<file path="src/design/lcrs_pkg.sv">
// ----------------------------------------------------------------------------
// Level class run statistics package
// Shared types, register codes and default sizes for the run statistics block.
// ----------------------------------------------------------------------------
package lcrs_pkg;

  localparam int unsigned MV_BITS       = 12;
  localparam int unsigned CFG_DATA_BITS = 12;
  localparam int unsigned CFG_IDX_BITS  = 2;
  localparam int unsigned CNT_OUT_BITS  = 32;
  localparam int unsigned SUM_BITS      = 44;

  localparam int unsigned COUNT_BITS_DEF  = 32;
  localparam int unsigned QUEUE_DEPTH_DEF = 2;

  localparam int unsigned LOW_BELOW_RST  = 500;
  localparam int unsigned MID_FROM_RST   = 1200;
  localparam int unsigned MID_TO_RST     = 2000;
  localparam int unsigned HIGH_ABOVE_RST = 2600;

  typedef enum logic [1:0] {
    CLASS_LOW       = 2'd0,
    CLASS_MID       = 2'd1,
    CLASS_HIGH      = 2'd2,
    CLASS_UNCERTAIN = 2'd3
  } level_class_e;

  typedef enum logic [CFG_IDX_BITS-1:0] {
    REG_LOW_BELOW  = 2'd0,
    REG_MID_FROM   = 2'd1,
    REG_MID_TO     = 2'd2,
    REG_HIGH_ABOVE = 2'd3
  } reg_index_e;

  typedef struct packed {
    logic [MV_BITS-1:0] millivolts;
    logic               reading_valid;
  } lcrs_in_t;

  typedef struct packed {
    logic [1:0]              level_class;
    logic                    run_ended;
    logic [1:0]              ended_class;
    logic [CNT_OUT_BITS-1:0] ended_count;
    logic [MV_BITS-1:0]      ended_min;
    logic [MV_BITS-1:0]      ended_max;
    logic [SUM_BITS-1:0]     ended_sum;
  } lcrs_out_t;

  typedef struct packed {
    logic                     we;
    reg_index_e               index;
    logic [CFG_DATA_BITS-1:0] data;
  } lcrs_cfg_t;

endpackage

</file>
<file path="src/design/lcrs_fifo.sv">
// ----------------------------------------------------------------------------
// Level class run statistics queue
// Small first-in first-out queue that decouples the classifier from the
// run accumulator.
// ----------------------------------------------------------------------------
module lcrs_fifo #(
  parameter int unsigned WIDTH = 14,
  parameter int unsigned DEPTH = 2
) (
  input  logic             clk_i,
  input  logic             rst_ni,
  input  logic             wr_i,
  input  logic [WIDTH-1:0] wr_data_i,
  output logic             full_o,
  input  logic             rd_i,
  output logic [WIDTH-1:0] rd_data_o,
  output logic             empty_o
);

  localparam int unsigned PTR_BITS = (DEPTH > 1) ? $clog2(DEPTH) : 1;
  localparam int unsigned CNT_BITS = $clog2(DEPTH + 1);
  localparam logic [PTR_BITS-1:0] LAST_PTR = PTR_BITS'(DEPTH - 1);

  logic [WIDTH-1:0]    mem_q [DEPTH];
  logic [PTR_BITS-1:0] wr_ptr_q, wr_ptr_d;
  logic [PTR_BITS-1:0] rd_ptr_q, rd_ptr_d;
  logic [CNT_BITS-1:0] cnt_q, cnt_d;
  logic                do_wr, do_rd;

  assign full_o    = (cnt_q == CNT_BITS'(DEPTH));
  assign empty_o   = (cnt_q == '0);
  assign do_wr     = wr_i && !full_o;
  assign do_rd     = rd_i && !empty_o;
  assign rd_data_o = mem_q[rd_ptr_q];

  always_comb begin
    wr_ptr_d = wr_ptr_q;
    rd_ptr_d = rd_ptr_q;
    cnt_d    = cnt_q;
    if (do_wr) begin
      wr_ptr_d = (wr_ptr_q == LAST_PTR) ? '0 : wr_ptr_q + 1'b1;
    end
    if (do_rd) begin
      rd_ptr_d = (rd_ptr_q == LAST_PTR) ? '0 : rd_ptr_q + 1'b1;
    end
    if (do_wr && !do_rd) begin
      cnt_d = cnt_q + 1'b1;
    end else if (do_rd && !do_wr) begin
      cnt_d = cnt_q - 1'b1;
    end
  end

  always_ff @(posedge clk_i or negedge rst_ni) begin
    if (!rst_ni) begin
      wr_ptr_q <= '0;
      rd_ptr_q <= '0;
      cnt_q    <= '0;
    end else begin
      wr_ptr_q <= wr_ptr_d;
      rd_ptr_q <= rd_ptr_d;
      cnt_q    <= cnt_d;
    end
  end

  always_ff @(posedge clk_i) begin
    if (do_wr) begin
      mem_q[wr_ptr_q] <= wr_data_i;
    end
  end

endmodule

</file>
<file path="src/design/lcrs_front.sv">
// ----------------------------------------------------------------------------
// Level class run statistics front end
// Holds the threshold registers and sorts each accepted reading into a class.
// ----------------------------------------------------------------------------
module lcrs_front (
  input  logic                          clk_i,
  input  logic                          rst_ni,
  input  lcrs_pkg::lcrs_cfg_t           cfg_i,
  input  logic                          push_i,
  input  lcrs_pkg::lcrs_in_t            in_item_i,
  input  logic                          q_full_i,
  output logic                          q_wr_o,
  output lcrs_pkg::level_class_e        cls_o,
  output logic [lcrs_pkg::MV_BITS-1:0]  value_o
);

  logic [lcrs_pkg::MV_BITS-1:0] low_below_q, mid_from_q, mid_to_q, high_above_q;
  logic [lcrs_pkg::MV_BITS-1:0] cfg_value;
  logic [lcrs_pkg::MV_BITS-1:0] sample;

  assign cfg_value = lcrs_pkg::MV_BITS'(cfg_i.data);

  always_ff @(posedge clk_i or negedge rst_ni) begin
    if (!rst_ni) begin
      low_below_q  <= lcrs_pkg::MV_BITS'(lcrs_pkg::LOW_BELOW_RST);
      mid_from_q   <= lcrs_pkg::MV_BITS'(lcrs_pkg::MID_FROM_RST);
      mid_to_q     <= lcrs_pkg::MV_BITS'(lcrs_pkg::MID_TO_RST);
      high_above_q <= lcrs_pkg::MV_BITS'(lcrs_pkg::HIGH_ABOVE_RST);
    end else if (cfg_i.we) begin
      unique case (cfg_i.index)
        lcrs_pkg::REG_LOW_BELOW:  low_below_q  <= cfg_value;
        lcrs_pkg::REG_MID_FROM:   mid_from_q   <= cfg_value;
        lcrs_pkg::REG_MID_TO:     mid_to_q     <= cfg_value;
        lcrs_pkg::REG_HIGH_ABOVE: high_above_q <= cfg_value;
        default: ;
      endcase
    end
  end

  assign sample  = in_item_i.millivolts;
  assign value_o = in_item_i.reading_valid ? sample : '0;
  assign q_wr_o  = push_i && !q_full_i;

  always_comb begin
    priority if (!in_item_i.reading_valid) begin
      cls_o = lcrs_pkg::CLASS_UNCERTAIN;
    end else if (sample < low_below_q) begin
      cls_o = lcrs_pkg::CLASS_LOW;
    end else if (sample >= mid_from_q && sample <= mid_to_q) begin
      cls_o = lcrs_pkg::CLASS_MID;
    end else if (sample > high_above_q) begin
      cls_o = lcrs_pkg::CLASS_HIGH;
    end else begin
      cls_o = lcrs_pkg::CLASS_UNCERTAIN;
    end
  end

endmodule

</file>
<file path="src/design/lcrs_back.sv">
// ----------------------------------------------------------------------------
// Level class run statistics back end
// Accumulates count, minimum, maximum and sum of the current run and
// registers one result per classified reading.
// ----------------------------------------------------------------------------
module lcrs_back #(
  parameter int unsigned COUNT_BITS  = lcrs_pkg::COUNT_BITS_DEF
) (
  input  logic                          clk_i,
  input  logic                          rst_ni,
  input  logic                          q_empty_i,
  input  lcrs_pkg::level_class_e        cls_i,
  input  logic [lcrs_pkg::MV_BITS-1:0]  value_i,
  output logic                          q_rd_o,
  input  logic                          pop_i,
  output logic                          empty_o,
  output lcrs_pkg::lcrs_out_t           out_item_o
);

  localparam int unsigned SB = lcrs_pkg::SUM_BITS;
  localparam int unsigned VB = lcrs_pkg::MV_BITS;

  lcrs_pkg::level_class_e run_class_q, run_class_d;
  logic                   started_q, started_d;
  logic [COUNT_BITS-1:0]  count_q, count_d, base_count;
  logic [VB-1:0]          min_q, min_d, base_min;
  logic [VB-1:0]          max_q, max_d, base_max;
  logic [SB-1:0]          sum_q, sum_d, base_sum;
  logic [SB:0]            sum_ext;
  logic                   ended;
  logic                   out_valid_q, out_valid_d;
  lcrs_pkg::lcrs_out_t    out_q, out_d;

  assign empty_o    = !out_valid_q;
  assign out_item_o = out_q;
  assign q_rd_o     = !q_empty_i && (!out_valid_q || pop_i);

  assign ended = started_q && (cls_i != run_class_q);

  always_comb begin
    base_count = ended ? '0 : count_q;
    base_min   = ended ? '0 : min_q;
    base_max   = ended ? '0 : max_q;
    base_sum   = ended ? '0 : sum_q;
    sum_ext    = {1'b0, base_sum} + (SB + 1)'(value_i);

    if (base_count == '0) begin
      min_d = value_i;
      max_d = value_i;
    end else begin
      min_d = (value_i < base_min) ? value_i : base_min;
      max_d = (value_i > base_max) ? value_i : base_max;
    end
    sum_d       = sum_ext[SB] ? '1 : sum_ext[SB-1:0];
    count_d     = (base_count == '1) ? base_count : base_count + 1'b1;
    run_class_d = cls_i;
    started_d   = 1'b1;

    out_d             = '0;
    out_d.level_class = cls_i;
    out_d.run_ended   = ended;
    if (ended) begin
      out_d.ended_class = run_class_q;
      out_d.ended_count = lcrs_pkg::CNT_OUT_BITS'(count_q);
      out_d.ended_min   = min_q;
      out_d.ended_max   = max_q;
      out_d.ended_sum   = sum_q;
    end

    out_valid_d = out_valid_q && !pop_i;
    if (q_rd_o) begin
      out_valid_d = 1'b1;
    end
  end

  always_ff @(posedge clk_i or negedge rst_ni) begin
    if (!rst_ni) begin
      run_class_q <= lcrs_pkg::CLASS_UNCERTAIN;
      started_q   <= 1'b0;
      count_q     <= '0;
      min_q       <= '0;
      max_q       <= '0;
      sum_q       <= '0;
      out_valid_q <= 1'b0;
    end else begin
      out_valid_q <= out_valid_d;
      if (q_rd_o) begin
        run_class_q <= run_class_d;
        started_q   <= started_d;
        count_q     <= count_d;
        min_q       <= min_d;
        max_q       <= max_d;
        sum_q       <= sum_d;
      end
    end
  end

  always_ff @(posedge clk_i) begin
    if (q_rd_o) begin
      out_q <= out_d;
    end
  end

endmodule

</file>
<file path="src/design/level_class_run_statistics.sv">
// ----------------------------------------------------------------------------
// Level class run statistics
// Sorts encoder line readings into classes and reports each finished run of
// equal classes with its count, minimum, maximum and sum.
// ----------------------------------------------------------------------------
// Readings enter through a queue-style port: a transaction takes place at a
// rising edge with push high and full low. Results leave the same way: the
// oldest result is shown while empty is low and is taken at an edge with pop
// high. Every reading yields exactly one result.
// The front end classifies a reading in the cycle it is accepted and writes
// it into a queue of QUEUE_DEPTH entries, two by default. The back end takes
// one entry per cycle while its output register is empty or being popped,
// updates the run statistics and registers the result. It accepts one reading
// per cycle while full is low, set by the compare-and-accumulate step of the back end.
// When pop is held low, the output register holds its result, the queue
// fills and full rises; no transaction is lost.
// Reset restores the threshold defaults, empties the queue and the output
// register and starts with no open run. The user must write thresholds through
// cfg_we_i, cfg_index_i and cfg_data_i only while no readings are in flight; the block does not enforce this.
// ----------------------------------------------------------------------------
module level_class_run_statistics #(
  parameter int unsigned COUNT_BITS  = lcrs_pkg::COUNT_BITS_DEF,
  parameter int unsigned QUEUE_DEPTH = lcrs_pkg::QUEUE_DEPTH_DEF
) (
  input  logic                                 clk_i,
  input  logic                                 rst_ni,
  input  logic                                 cfg_we_i,
  input  logic [lcrs_pkg::CFG_IDX_BITS-1:0]    cfg_index_i,
  input  logic [lcrs_pkg::CFG_DATA_BITS-1:0]   cfg_data_i,
  input  logic                                 push,
  output logic                                 full,
  input  lcrs_pkg::lcrs_in_t                   in_item_i,
  output logic                                 empty,
  input  logic                                 pop,
  output lcrs_pkg::lcrs_out_t                  out_item_o
);

  localparam int unsigned ITEM_BITS = 2 + lcrs_pkg::MV_BITS;

  lcrs_pkg::lcrs_cfg_t          cfg;
  logic                         q_wr, q_rd, q_empty;
  lcrs_pkg::level_class_e       front_cls;
  logic [lcrs_pkg::MV_BITS-1:0] front_value;
  logic [ITEM_BITS-1:0]         q_wr_data, q_rd_data;
  lcrs_pkg::level_class_e       back_cls;

  assign cfg.we    = cfg_we_i;
  assign cfg.index = lcrs_pkg::reg_index_e'(cfg_index_i);
  assign cfg.data  = cfg_data_i;

  assign q_wr_data = {front_cls, front_value};
  assign back_cls  = lcrs_pkg::level_class_e'(q_rd_data[ITEM_BITS-1 -: 2]);

  lcrs_front u_front (
    .clk_i     (clk_i),
    .rst_ni    (rst_ni),
    .cfg_i     (cfg),
    .push_i    (push),
    .in_item_i (in_item_i),
    .q_full_i  (full),
    .q_wr_o    (q_wr),
    .cls_o     (front_cls),
    .value_o   (front_value)
  );

  lcrs_fifo #(
    .WIDTH(ITEM_BITS),
    .DEPTH(QUEUE_DEPTH)
  ) u_queue (
    .clk_i     (clk_i),
    .rst_ni    (rst_ni),
    .wr_i      (q_wr),
    .wr_data_i (q_wr_data),
    .full_o    (full),
    .rd_i      (q_rd),
    .rd_data_o (q_rd_data),
    .empty_o   (q_empty)
  );

  lcrs_back #(
    .COUNT_BITS (COUNT_BITS)
  ) u_back (
    .clk_i      (clk_i),
    .rst_ni     (rst_ni),
    .q_empty_i  (q_empty),
    .cls_i      (back_cls),
    .value_i    (q_rd_data[lcrs_pkg::MV_BITS-1:0]),
    .q_rd_o     (q_rd),
    .pop_i      (pop),
    .empty_o    (empty),
    .out_item_o (out_item_o)
  );

endmodule

</file>
<file path="config.mk">
export PLATFORM = sky130hd
export DESIGN_NAME = level_class_run_statistics
export DESIGN_NICKNAME = d
export VERILOG_FILES = /design/src/design/lcrs_pkg.sv /design/src/design/lcrs_fifo.sv /design/src/design/lcrs_front.sv /design/src/design/lcrs_back.sv /design/src/design/level_class_run_statistics.sv
export SDC_FILE = /design/constraint.sdc
export NUM_CORES = 1
export LEC_CHECK = 0
export ABC_AREA = 1
export BUFFER_PORTS_ARGS = -buffer_cell sky130_fd_sc_hd__buf_2
export CAP_MARGIN = 10
export CORE_UTILIZATION = 37
export CTS_CLUSTER_DIAMETER = 60
export DETAILED_ROUTE_END_ITERATION = 10
export GPL_TIMING_DRIVEN = 0
export PLACE_DENSITY_LB_ADDON = 0.05
export SLEW_MARGIN = 20
export SYNTH_ARGS = -nofsm -noshare
export SYNTH_HDL_FRONTEND = slang
export SYNTH_SLANG_ARGS = --single-unit
</file>
<file path="constraint.sdc">
create_clock -name clk_i -period 6.8 [get_ports clk_i]
set_clock_uncertainty 0.2 [all_clocks]
set_input_delay 0.68 -clock clk_i [delete_from_list [all_inputs] [get_ports clk_i]]
set_output_delay 0.68 -clock clk_i [all_outputs]
set_load 0.01 [all_outputs]
</file>
==> results.py <==
metrics = {
    "synth": {
        "synth-xor-area-share_pct": 1.88,
        "synth_edf_count": 133,
        "ys_types": 47,
        "synth.avg_cell_area_um2": 8.15,
        "ys_ff_latch": 289,
        "synth_top_family_by_area": "simple AND/OR/NAND/NOR gates",
        "async_flop_share_pct": 54.0,
        "muxShareOfSynthArea_pct": 0,
        "synth_warnings": 0,
        "synth_area_um2": 16300,
        "seq_area_frac_synth_pct": 48.5,
        "yosys.area_share.simple_pct": 26.6,
        "synthAdderAreaFrac_pct": 6.63,
        "synth_compound_area_share_pct": 7.55,
        "synthCells": 2005,
        "synth_flop_cell": "dfrtp_1",
        "synth_nets": 2123,
    },
    "die": {
        "pin_count": 139,
        "die_x_um": 212,
        "coreArea_um2": 43300,
        "die_area_um2": 45000,
        "start_util_pct": 37.7,
        "dieHeight_um": 212,
        "num_rows": 76,
    },
    "timing": {
        "max_freq_mhz": 173,
        "tightest_slew_ns": 0.850,
        "period_share_pct": 85.0,
        "hold_viol_final": 0,
        "fin_tns_setup_ns": 0,
        "slew_viol_final": 0,
        "rsz0062_at_grt": "no",
        "fin_crit_ns": 5.78,
        "fin_hold_ws_ns": 0.201,
        "slew_headroom_pct": 43.4,
        "setup-violations-final": 0,
    },
    "setup_path": {
        "cp_common_cell": "nand2_2",
        "cp.arrival_ns": 5.99,
        "slowest_stage": "clkbuf_1",
        "r2r_start": "u_queue.rd_ptr_q$_DFFE_PN0P_",
        "reg2reg_slack_ns": 1.02,
        "r2r_cells": 25,
        "cp_max_fo": 10,
        "endpoint_kind": "flip-flop",
        "crit_type": "reg -> reg",
        "crit_required_ns": 7.02,
        "regToRegEndpoint": "u_back.sum_q[30]$_DFFE_PN0P_",
        "cp_slowest_stage_delay_ns": 0.68,
        "cp-start-kind": "flip-flop",
    },
    "drt": {
        "wl_per_cell_um": 16.7,
        "wirelength_um": 46800,
        "dr.pass1.iters": 5,
        "drtAntennaViolNets": 0,
        "drc": 0,
        "via_count": 13600,
        "drt_iter0_drc": 961,
        "viasPerCell": 4.84,
    },
    "clock_network": {
        "insertion_delay_ns": 0.57,
        "cts_max_path_buffers": 3,
        "cts.sinks": 289,
        "cts_buffers": 37,
        "cts_tree": "yes",
        "clkTransAtPathRegs_ns": 0.05,
        "cts_root_buffer": "clkbuf_16",
        "h-tree-depth": 2,
    },
    "min_path": {
        "worstHoldStart": "pop",
        "hold_end": "u_back.out_valid_q$_DFF_PN0_",
        "hp-class": "in -> reg",
        "worstHoldPathCells": 3,
    },
    "finish": {
        "area_growth_pct": 16.7,
        "antenna_cells": 0,
        "nets": 2304,
        "final_cells": 2800,
        "drive_gt1_share_pct": 14.8,
        "final_core_util_pct": 44.0,
    },
    "flow_run": {
        "max_cap_violations": 0,
    },
    "placed_design": {
        "dp_hpwl_um": 34900,
        "gp_congestion": 0.950,
        "io_buffer_count": 138,
        "dp_cells": 2731,
    },
    "global_route": {
        "track_usage_pct": 21.3,
        "grt_pass1_wl_um": 73500,
        "grt-ovfl-total": 0,
        "grt_max_degree": 80,
        "grt_antenna_before_repair": 0,
        "first_global_vias": 13000,
    },
    "power_and_ir_drop": {
        "total_power_w": 0.00874,
        "peakVddDrop_v": 0.000235,
        "p_leak_nw": 8.78,
        "power_density_nw_per_um2": 459,
    },
    "status": {
        "outcome": "completed",
    },
}
[worst max-delay path by stage]
stage,start,end
5_1_grt,u_queue.rd_ptr_q$_DFFE_PN0P_,u_back.sum_q[13]$_DFFE_PN0P_
6_report,u_queue.rd_ptr_q$_DFFE_PN0P_,u_back.sum_q[30]$_DFFE_PN0P_
2_1_floorplan,pop,u_back.out_item_o[0]$_SDFFCE_PN0P_
3_5_place_dp,u_queue.rd_ptr_q$_DFFE_PN0P_,u_back.sum_q[30]$_DFFE_PN0P_
4_1_cts,u_queue.rd_ptr_q$_DFFE_PN0P_,u_back.sum_q[13]$_DFFE_PN0P_
3_3_place_gp,pop,u_back.out_item_o[26]$_SDFFCE_PN0P_
[power breakdown]
part | internal (W) | switching [W]
clock network | 0.00116 | 0.000795
logic | 0.00126 | 0.00263
registers | 0.00260 | 0.000296
total | 0.00502 | 0.00372
[state kept, by name (all words and copies together), names as in the netlist, 28 cells and up]
| signal | count |
|---|---|
| u_back.out_item_o | 105 |
| u_queue.mem_q | 28 |
| u_back.sum_q | 44 |
| u_back.count_q | 32 |
[per-layer routing]
metal	routed length [um]	vias to the layer above	global-route usage, %
li1	-	6840	-
met1	22500	6391	30.1
met2	21400	271	33.9
met3	1880	62	2.94
met4	1060	0	6.42
met5	0	-	0
[layout make-up]
type / instances / area, um^2
Clock buffer: 51 / 998
Multi-Input combinational cell: 1363 / 6980
Clock inverter: 17 / 195
Buffer: 70 / 379
Inverter: 283 / 1060
Tap cell: 585 / 732
Timing Repair Buffer: 142 / 786
Fill cell: 4398 / 24200
Sequential cell: 289 / 7930
[worst max-delay path: cells and delay by family (launching register included)]
family                   cells  cell delay, ns
AND/OR/NAND/NOR             15            1.85
adder cells (fa/ha/maj)      2            0.68
flip-flops                   1            0.46
buffers and inverters        6            1.99
AO/OA/AOI/OAI                2            0.42
[placed cells by master (no fill, tap or decap), types with 10 or more instances in the layout]
cell       instances
nand2_1          458
nor2_1           308
inv_1            272
buf_2            161
dfrtp_1          134
edfxtp_1         133
nand3_1          131
o21ai_0          113
ha_1              85
a21oi_1           44
clkbuf_1          42
clkbuf_16         37
nand4_1           33
a31oi_1           25
xor2_1            24
dfstp_2           22
nor2_2            19
o21ai_1           15
nand2_2           13
or2_2             13
inv_2             11
nor3_1            11
xnor2_1           11
buf_6             10
[timing repair]
| item | CTS | global route |
|---|---|---|
| buffers inserted | 0 | 0 |
| hold buffers | 1 | 0 |
| hold endpoints to repair | 56 | 0 |
| gates resized for setup | 0 | 0 |
[kinds of logic after synthesis]
family,count (synthesis)
and+or+nand+nor,1017
buffers and inverters,353
DFF,289
AOI/OAI and AO/OA,225
adders and majority gates,86
xor gates and xnor gates,35
[cell usage after synthesis (11+ instances only)]
cell / n / area [um^2]
a21oi_1: 44 / 220
a31oi_1: 25 / 156
buf_2: 24 / 120
clkbuf_1: 31 / 116
dfrtp_1: 134 / 3350
dfstp_2: 22 / 578
edfxtp_1: 133 / 3990
ha_1: 85 / 1060
inv_1: 272 / 1020
inv_2: 11 / 41.3
nand2_1: 458 / 1720
nand2_2: 13 / 81.3
nand3_1: 131 / 656
nand4_1: 33 / 206
nor2_1: 310 / 1160
nor2_2: 17 / 106
nor3_1: 11 / 55.1
o21ai_0: 113 / 566
o21ai_1: 16 / 80.1
or2_2: 13 / 81.3
xnor2_1: 11 / 96.3
xor2_1: 24 / 210
[stage by stage]
step / instance area, um^2 / worst slack [ns]
final: 19100 / 1.02
after global routing: 19100 / 0.665
after CTS: 19100 / 1.04
after detailed placement: 17900 / 1.06
after global placement: 17800 / -0.709
after floorplan: 16300 / 1.66
Power figures use the tool's default switching activity.
